==> src/hw/rtl/cpo_pkg.sv <==
// Package with the shared constants and control structs of the polygon overlap test.
package cpo_pkg;

  localparam int unsigned MAX_VERTICES = 16;
  localparam int unsigned IDX_W        = $clog2(MAX_VERTICES);
  localparam int unsigned CNT_W        = $clog2(MAX_VERTICES + 1);
  localparam int unsigned COORD_W      = 16;
  localparam int unsigned WORD_W       = 2 * COORD_W;
  localparam int unsigned AXIS_W       = COORD_W + 1;
  localparam int unsigned PROD_W       = COORD_W + AXIS_W;
  localparam int unsigned DOT_W        = PROD_W + 1;

  localparam logic [CNT_W-1:0] CNT_FULL = CNT_W'(MAX_VERTICES);

  localparam logic POLY_FIRST  = 1'b0;
  localparam logic POLY_SECOND = 1'b1;

  // Start request from the loader to the test engine.
  typedef struct packed {
    logic             start;
    logic             bad;
    logic [CNT_W-1:0] count_a;
    logic [CNT_W-1:0] count_b;
  } start_req_t;

  // Finished result held by the engine until the output register takes it.
  typedef struct packed {
    logic valid;
    logic collides;
    logic bad_input;
  } result_t;

endpackage

==> src/hw/rtl/cpo_sat_engine.sv <==
// Separating-axis sequencer: reads edges, projects both stores, compares extremes.
module cpo_sat_engine (
  input  logic                         clk_i,
  input  logic                         rst_ni,
  input  cpo_pkg::start_req_t          req_i,
  input  logic                         ack_i,
  output cpo_pkg::result_t             res_o,
  output logic [cpo_pkg::IDX_W-1:0]    raddr_a_o,
  output logic [cpo_pkg::IDX_W-1:0]    raddr_b_o,
  input  logic [cpo_pkg::WORD_W-1:0]   rdata_a_i,
  input  logic [cpo_pkg::WORD_W-1:0]   rdata_b_i
);

  typedef enum logic [2:0] {
    ST_IDLE, ST_EDGE_RD0, ST_EDGE_RD1, ST_EDGE_AX, ST_PROJ, ST_DRAIN, ST_CMP, ST_DONE
  } state_e;

  localparam int unsigned CW = cpo_pkg::CNT_W;
  localparam int unsigned IW = cpo_pkg::IDX_W;
  localparam int unsigned XW = cpo_pkg::COORD_W;

  state_e                            state_q;
  logic                              side_q;
  logic [CW-1:0]                     edge_q;
  logic [CW-1:0]                     k_q;
  logic [CW-1:0]                     na_q;
  logic [CW-1:0]                     nb_q;
  logic [cpo_pkg::WORD_W-1:0]        vi_q;
  logic signed [cpo_pkg::AXIS_W-1:0] ax_q;
  logic signed [cpo_pkg::AXIS_W-1:0] ay_q;
  logic                              v1a_q, v1b_q, v2a_q, v2b_q;
  logic                              first_a_q, first_b_q;
  logic signed [cpo_pkg::PROD_W-1:0] pax_q, pay_q, pbx_q, pby_q;
  logic signed [cpo_pkg::DOT_W-1:0]  alo_q, ahi_q, blo_q, bhi_q;
  logic                              res_coll_q, res_bad_q;

  logic [CW-1:0]                     ne;
  logic [CW-1:0]                     kmax;
  logic [CW-1:0]                     edge_nxt;
  logic [IW-1:0]                     j_idx;
  logic [cpo_pkg::WORD_W-1:0]        edge_rdata;
  logic signed [XW-1:0]              xi, yi, xj, yj;
  logic signed [cpo_pkg::PROD_W-1:0] pax_d, pay_d, pbx_d, pby_d;
  logic signed [cpo_pkg::DOT_W-1:0]  dot_a, dot_b;
  logic                              sep;

  assign ne       = side_q ? nb_q : na_q;
  assign kmax     = (na_q > nb_q) ? na_q : nb_q;
  assign edge_nxt = edge_q + CW'(1);
  assign j_idx    = (edge_nxt == ne) ? '0 : edge_nxt[IW-1:0];

  assign edge_rdata = side_q ? rdata_b_i : rdata_a_i;
  assign xi = $signed(vi_q[XW-1:0]);
  assign yi = $signed(vi_q[2*XW-1:XW]);
  assign xj = $signed(edge_rdata[XW-1:0]);
  assign yj = $signed(edge_rdata[2*XW-1:XW]);

  assign pax_d = $signed(rdata_a_i[XW-1:0])      * ax_q;
  assign pay_d = $signed(rdata_a_i[2*XW-1:XW])   * ay_q;
  assign pbx_d = $signed(rdata_b_i[XW-1:0])      * ax_q;
  assign pby_d = $signed(rdata_b_i[2*XW-1:XW])   * ay_q;

  assign dot_a = cpo_pkg::DOT_W'(pax_q) + cpo_pkg::DOT_W'(pay_q);
  assign dot_b = cpo_pkg::DOT_W'(pbx_q) + cpo_pkg::DOT_W'(pby_q);

  assign sep = (ahi_q < blo_q) || (bhi_q < alo_q);

  // Edge reads use the store of the polygon whose edges are being walked.
  always_comb begin
    raddr_a_o = k_q[IW-1:0];
    raddr_b_o = k_q[IW-1:0];
    case (state_q)
      ST_EDGE_RD0: begin
        if (side_q) raddr_b_o = edge_q[IW-1:0];
        else        raddr_a_o = edge_q[IW-1:0];
      end
      ST_EDGE_RD1: begin
        if (side_q) raddr_b_o = j_idx;
        else        raddr_a_o = j_idx;
      end
      default: ;
    endcase
  end

  assign res_o = '{valid: (state_q == ST_DONE), collides: res_coll_q, bad_input: res_bad_q};

  // Products are payload and are registered every cycle.
  always_ff @(posedge clk_i) begin
    pax_q <= pax_d;
    pay_q <= pay_d;
    pbx_q <= pbx_d;
    pby_q <= pby_d;
  end

  always_ff @(posedge clk_i or negedge rst_ni) begin
    if (!rst_ni) begin
      state_q    <= ST_IDLE;
      side_q     <= 1'b0;
      edge_q     <= '0;
      k_q        <= '0;
      na_q       <= '0;
      nb_q       <= '0;
      vi_q       <= '0;
      ax_q       <= '0;
      ay_q       <= '0;
      v1a_q      <= 1'b0;
      v1b_q      <= 1'b0;
      v2a_q      <= 1'b0;
      v2b_q      <= 1'b0;
      first_a_q  <= 1'b0;
      first_b_q  <= 1'b0;
      alo_q      <= '0;
      ahi_q      <= '0;
      blo_q      <= '0;
      bhi_q      <= '0;
      res_coll_q <= 1'b0;
      res_bad_q  <= 1'b0;
    end else begin
      v1a_q <= 1'b0;
      v1b_q <= 1'b0;
      v2a_q <= v1a_q;
      v2b_q <= v1b_q;

      if (v2a_q) begin
        if (first_a_q || dot_a < alo_q) alo_q <= dot_a;
        if (first_a_q || dot_a > ahi_q) ahi_q <= dot_a;
        first_a_q <= 1'b0;
      end
      if (v2b_q) begin
        if (first_b_q || dot_b < blo_q) blo_q <= dot_b;
        if (first_b_q || dot_b > bhi_q) bhi_q <= dot_b;
        first_b_q <= 1'b0;
      end

      case (state_q)
        ST_IDLE: begin
          if (req_i.start) begin
            na_q   <= req_i.count_a;
            nb_q   <= req_i.count_b;
            side_q <= cpo_pkg::POLY_FIRST;
            edge_q <= '0;
            if (req_i.bad) begin
              res_coll_q <= 1'b0;
              res_bad_q  <= 1'b1;
              state_q    <= ST_DONE;
            end else begin
              res_bad_q <= 1'b0;
              state_q   <= ST_EDGE_RD0;
            end
          end
        end
        ST_EDGE_RD0: state_q <= ST_EDGE_RD1;
        ST_EDGE_RD1: begin
          vi_q    <= edge_rdata;
          state_q <= ST_EDGE_AX;
        end
        ST_EDGE_AX: begin
          // Axis is the perpendicular (-(yj - yi), xj - xi).
          ax_q      <= cpo_pkg::AXIS_W'(yi) - cpo_pkg::AXIS_W'(yj);
          ay_q      <= cpo_pkg::AXIS_W'(xj) - cpo_pkg::AXIS_W'(xi);
          k_q       <= '0;
          first_a_q <= 1'b1;
          first_b_q <= 1'b1;
          state_q   <= ST_PROJ;
        end
        ST_PROJ: begin
          v1a_q <= (k_q < na_q);
          v1b_q <= (k_q < nb_q);
          k_q   <= k_q + CW'(1);
          if (k_q == kmax - CW'(1)) state_q <= ST_DRAIN;
        end
        ST_DRAIN: begin
          if (!v1a_q && !v1b_q && !v2a_q && !v2b_q) state_q <= ST_CMP;
        end
        ST_CMP: begin
          if (sep) begin
            res_coll_q <= 1'b0;
            state_q    <= ST_DONE;
          end else if (edge_nxt == ne) begin
            if (side_q == cpo_pkg::POLY_SECOND) begin
              res_coll_q <= 1'b1;
              state_q    <= ST_DONE;
            end else begin
              side_q  <= cpo_pkg::POLY_SECOND;
              edge_q  <= '0;
              state_q <= ST_EDGE_RD0;
            end
          end else begin
            edge_q  <= edge_nxt;
            state_q <= ST_EDGE_RD0;
          end
        end
        ST_DONE: begin
          if (ack_i) state_q <= ST_IDLE;
        end
        default: state_q <= ST_IDLE;
      endcase
    end
  end

endmodule

==> config.mk <==
export PLATFORM = sky130hd
export DESIGN_NAME = cpo_sat_engine
export DESIGN_NICKNAME = d
export VERILOG_FILES = /design/src/hw/rtl/cpo_pkg.sv /design/src/hw/rtl/cpo_sat_engine.sv
export SDC_FILE = /design/constraint.sdc
export NUM_CORES = 2
export LEC_CHECK = 0
export BUFFER_PORTS_ARGS = -buffer_cell sky130_fd_sc_hd__buf_2
export CORE_MARGIN = 1.5
export CORE_UTILIZATION = 60
export CTS_CLUSTER_SIZE = 25
export DETAILED_ROUTE_END_ITERATION = 8
export GPL_ROUTABILITY_DRIVEN = 0
export PLACE_DENSITY = 0.76
export SYNTH_ARGS = -nofsm -noshare
export SYNTH_HDL_FRONTEND = slang
export SYNTH_SLANG_ARGS = --single-unit
==> constraint.sdc <==
create_clock -name clk_i -period 9.23 [get_ports clk_i]
set_input_delay 0.4615 -clock clk_i [delete_from_list [all_inputs] [get_ports clk_i]]
set_output_delay 0.4615 -clock clk_i [all_outputs]
set_load 0.02 [all_outputs]
Word level (Yosys, flattened, before mapping)
Cells that the tools add are included.
{"block": "word_totals", "reg_bits": 366, "latch_bits": 0, "ram_bits": 0, "rom_bits": 0, "input_bits": 79, "output_inout_bits": 11, "word_cells": 132, "n_memories": 0}
{"block": "classes", "addsub": 7, "n_mul": 4, "div": 0, "order_cmp": 9, "n_eq_ne": 19, "n_shift": 0, "muxes": 42, "bitwise_logic": 0, "n_reduce_logical": 26}
{"cell": "$lt A34 B34 Y1", "count": 4}
{"cell": "$mul A16 B17 Y33", "count": 4}
{"cell": "$add A33 B33 Y34", "count": 2}
{"cell": "$gt A34 B34 Y1", "count": 2}
{"cell": "$sub A16 B16 Y17", "count": 2}
{"cell": "$mux W32", "count": 1}
{"cell": "$mux W5", "count": 6}
{"cell": "$mux W3", "count": 8}
{"cell": "$pmux W3 S8", "count": 1}
{"cell": "$mux W4", "count": 5}
{"cell": "$pmux W5 S2", "count": 2}
{"cell": "$pmux W4 S2", "count": 2}
{"cell": "$mux W1", "count": 15}
{"cell": "$ne A2 B2 Y1 const B", "count": 7}
{"cell": "$eq A3 B3 Y1 const B", "count": 4}
{"cell": "$reduce_and A4 Y1", "count": 3}
{"cell": "$add A5 B1 Y5 const B", "count": 2}
{"cell": "$eq A5 B5 Y1", "count": 2}
{"cell": "$lt A5 B5 Y1", "count": 2}
{"cell": "$reduce_and A2 Y1", "count": 5}
{"cell": "$ne A3 B3 Y1 const B", "count": 3}
{"cell": "$reduce_bool A2 Y1", "count": 4}
{"cell": "$eq A3 B2 Y1 const B", "count": 2}
{"cell": "$gt A5 B5 Y1", "count": 1}
{"cell": "other kinds (8)", "count": 18}

Longest topological paths before layout
{"block": "depth", "depth_word": 6, "ltp_mapped": 25, "depth_no_buf": 23}

Least setup slack after synthesis
OpenSTA, ideal clock, no wires.
{"block": "synth_path", "path_kind": "input to register", "from": "input rdata_b_i[23] (netlist bit)", "to": "register pby_q[32] (netlist bit)", "arrival_ps": 6433, "required_time_ps": 9158, "setup_slack_ps": 2725, "stages": 25, "n_path_buf": 2, "cell_sequence": "clkbuf_1 clkbuf_1 nand2_1 fa_1 inv_1 fa_1 inv_1 fa_1 inv_1 fa_1 fa_1 inv_1 fa_1 inv_1 ha_1 o21a_1 o21ai_0 o21bai_1 a2bb2oi_2 o311ai_1 a311oi_2 nor2_1 or3_1 a21oi_1 xnor2_1"}
{"block": "synth_via", "elab_chain_len": 1}
{"item": "start, declared", "line": "cpo_sat_engine.sv:11", "rtl": "input logic [cpo_pkg::WORD_W-1:0] rdata_b_i"}
{"item": "$mul A16 B17 Y33", "line": "cpo_sat_engine.sv:61", "rtl": "assign pby_d = $signed(rdata_b_i[2*XW-1:XW]) * ay_q;"}
{"item": "net pby_d (one bit)", "line": "cpo_sat_engine.sv:43", "rtl": "logic signed [cpo_pkg::PROD_W-1:0] pax_d, pay_d, pbx_d, pby_d;"}
{"item": "end signal, assigned", "line": "cpo_sat_engine.sv:92", "rtl": "pby_q <= pby_d;"}
{"item": "end, declared", "line": "cpo_sat_engine.sv:33", "rtl": "logic signed [cpo_pkg::PROD_W-1:0] pax_q, pay_q, pbx_q, pby_q;"}
The timed path passes the listed nets, and every way through them passes these cells.
A chain may end at the register's enable or synchronous reset.

Worst setup path in the final report
{"block": "layout_path", "from": "register ax_q[8] (netlist bit)", "to": "register pbx_q[32] (netlist bit)"}
{"block": "layout_via", "elab_chain_len": 1}
{"item": "start, declared", "line": "cpo_sat_engine.sv:29", "rtl": "logic signed [cpo_pkg::AXIS_W-1:0] ax_q;"}
{"item": "start signal, assigned", "line": "cpo_sat_engine.sv:159", "rtl": "ax_q <= cpo_pkg::AXIS_W'(yi) - cpo_pkg::AXIS_W'(yj);"}
{"item": "$mul A16 B17 Y33", "line": "cpo_sat_engine.sv:60", "rtl": "assign pbx_d = $signed(rdata_b_i[XW-1:0]) * ax_q;"}
{"item": "net pbx_d (one bit)", "line": "cpo_sat_engine.sv:43"}
{"item": "end signal, assigned", "line": "cpo_sat_engine.sv:91", "rtl": "pbx_q <= pbx_d;"}
{"item": "end, declared", "line": "cpo_sat_engine.sv:33"}
The timed path passes the listed nets, and every way through them passes these cells.

==> metrics.md <==
| Metric | Value |
|---|---|
| Status | `finished, violations left` |
| Failing checks | `hold timing, capacitance limit` |
| Yosys cell types | `88` |
| Synthesis warning total | `0` |
| DR pass1 iterations | `7` |
| Detailed-route DRC error count | `0` |
| Root Driver | `clkbuf_16` |
| Fillers | `8383` |
| Mean Syn Cell Area | `9.38 um2` |
| Core outline area | `0.104 mm2` |
| Site Rows | `118` |
| Slowest cell delay on critical path | `1.03 ns` |
| Flops & latches, synth | `366` |
| Vias per cell | `5.72` |
| F_max | `138 MHz` |
| Post-synthesis cell area | `0.0630 mm2` |
| Clk_lat worst skew | `0.62 ns` |
| Port-buffer cells | `89` |
| Antenna violations before repair | `10` |
| Synth top area share | `35.2%` |
| Tmin final | `7.26 ns` |
| Most used cell, CP | `fa_1` |
| Share of cells above drive strength 1 | `5.98%` |
| Critical-path cell list | `buf_4 > nand2_1 > fa_1 > inv_1 > fa_1 > fa_1 > fa_1 > fa_1 > inv_1 > fa_1 > inv_1 > ha_1 > and2_1 > a311o_1 > a211oi_1 > o21ai_0 > nand2b_1 > o311ai_0 > or4_1 > a31oi_1 > o21ai_0 > xnor2_1` |
| Nature of the critical path startpoint | `flop` |
| IO Pins | `90` |
| WHS | `-0.0250 ns` |
| Die area | `0.107 mm2` |
| Critical Path AT | `7.74 ns` |
| Post-synthesis sequential area ratio | `13.5%` |
| # hold bufs at CTS | `0` |
| Area grow syn2layout | `5.06%` |
| Final Setup Violations | `0` |
| Die X | `327 um` |
| Vias in the first global route | `49900` |
| Tot GR Track Use | `31.3%` |
| Predominant post-synthesis flop cell | `dfrtp_1` |
| Slew @ Worst Pin | `1.45 ns` |
| Final Hold Viols | `16` |
| Synthesized netlist net count | `8548` |
| Final max-slew violation count | `0` |
| Fin Setup TNS | `0 ns` |
| H-tree depth | `2` |
| Largest net degree at the start of global routing | `117` |
| Worst-path fanout max | `20` |
| EDFF count, synth | `0` |
| Slowest CP cell | `dfrtp_1` |
| Type of element capturing the critical path | `flop` |
| Multi-input gate area | `0.0482 mm2` |
| Worst min-delay path class | `input pin to asynchronous set/reset pin` |
| Register Area | `0.00850 mm2` |
| Req. time, crit path | `9.71 ns` |
| Dpl hpwl | `130000 um` |
| DRT antenna net count | `0` |
| Nets | `8492` |
| CTS Buffer Depth | `3` |
| Global route overflow | `0` |
| Max-slew headroom | `2.48%` |
| WL/cell | `19.9 um` |
| Number of setup buffers added after CTS | `0` |
| Top cell family by delay on the critical path | `adder cells` |
| Clock sinks | `366` |
| CTS tree | `done` |
| Post-Route WL | `161000 um` |
| Ys async rst share | `63.9%` |
| Max Cap Viol | `1` |
| Starting Density | `60.7%` |
| Post-CTS sizing | `0` |
| Clk slew on worst S/H paths | `0.06 ns` |
| Clock Skews | `0.0330 ns` |
| TritonCTS buffer count | `44` |
| Crit path kind | `flop to flop` |
| Die Ht | `327 um` |
| Post-synth top area cell | `fa_1` |
| RSZ-0062 raised after global routing | `no` |
| Tcrit/Tclk final | `78.7%` |
| Iteration-0 DRC Markers | `2836` |
| First-pass GRT wire length | `263000 um` |
| Vias | `46200` |
| Syn Inst Count | `6711` |
| Top cells by area, synth | `fa_1, ha_1, dfrtp_1` |
| Worst path bufs/invs | `4` |
==> layout by cell type (no fill, tap or decap), types with 17 or more instances in the layout <==
cell type and count:
inv_1 1416, fa_1 1108, nand2_1 659, ha_1 650, and2_1 532, dfrtp_1 233, a21oi_1 225, nor2_1 191
o21ai_0 180, xnor2_1 176, a21o_1 157, mux2_2 143, dfxtp_1 132, buf_2 88, nand3_1 56, nand2b_1 56
xor2_1 53, nand4_1 49, buf_4 48, clkbuf_16 45, nor3_1 38, nor2b_1 37, mux2i_1 36, o21a_1 30
o21bai_1 30, a211oi_1 27, o211ai_1 17
==> path summary, 6_finish.rpt <==
path	startpoint	end	slack (ns)	depth (start not counted)
min reg2reg	v1a_q	v2a_q	0.38	0
max reg2reg	ax_q[8]	pbx_q[32]	1.97	22
max	ax_q[8]	pbx_q[32]	1.97	22
max in group asynchronous	rst_ni	side_q	7.53	2
min	rst_ni	blo_q[4]	-0.02	1
min in group clk_i	req_i[0]	nb_q[0]	0.04	3
==> layer usage <==
| metal | part of all wire (%) | up-vias | global-route usage (%) | wire, um |
|---|---|---|---|---|
| met3 | 7.9 | 411 | 5.49 | 12700 |
| li1 | - | 20800 | - | - |
| met4 | 5.7 | 4 | 15.3 | 9080 |
| met1 | 40 | 23300 | 40.8 | 64200 |
| met2 | 46 | 1712 | 50.6 | 74600 |
| met5 | 0.016 | - | 0 | 26 |
==> flip-flops by register name, indices dropped and copies added (netlist names), 33 cells and up <==
register and count:
blo_q 34, pby_q 33, ahi_q 34, alo_q 34, pbx_q 33, pay_q 33, pax_q 33, bhi_q 34
==> per-stage QoR <==
step                      setup slack (ns)  std cells  utilization [%]  cell area (um2)  hold slack (ns)
after global placement                2.18       7989             62.2            64600            0.348
final                                 1.97       8072             63.7            66100          -0.0250
after global routing                  1.54       8071             63.7            66100           0.0383
after detailed placement              2.07       7989             62.2            64600            0.364
after floorplan                       2.72       6711                -            63000            0.166
after CTS                             2.08       8071             63.7            66100           0.0120
==> Yosys cell counts, types with 16 or more instances <==
cell type     n
nor2_1      191
nor2b_1      37
fa_1       1108
ha_1        650
a211oi_1     27
nor3_1       38
o21bai_1     30
inv_1      1416
clkbuf_1    214
and3_1       16
nand4_1      49
xnor2_1     176
a21oi_1     225
o31ai_1      16
o211ai_1     17
o21a_1       30
nand2_1     659
and2_1      533
dfxtp_1     132
nand2b_1     56
mux2_2      143
o21ai_0     180
dfrtp_1     234
xor2_1       53
mux2i_1      36
a21o_1      157
nand3_1      57
==> logic make-up (layout without fill, tap and decap cells) <==
logic type / Yosys count / in the layout / share of synthesized area (%)
and+or+nand+nor: 1694 / 1694 / 13.4
other: 0 / 1 / 0
adders and majority gates: 1758 / 1758 / 48.2
muxes: 179 / 179 / 3.13
xor gates and xnor gates: 229 / 229 / 3.19
AOI/OAI and AO/OA: 829 / 829 / 8.71
buffers and inverters: 1656 / 1636 / 9.95
DFF: 366 / 366 / 13.5
==> final cells by class <==
cell class / instances / area share, %
timing repair buffer: 138 / 1.26
antenna: 1 / 0.00378
clock inverter: 21 / 0.437
multi-input combinational: 4689 / 72.9
sequential: 366 / 12.8
inverter: 1416 / 8.04
clock buffer: 61 / 1.91
tap: 1380 / 2.61
Power is not shown: default switching activity piles up to over one toggle a cycle in this logic, so the estimate is an artifact.
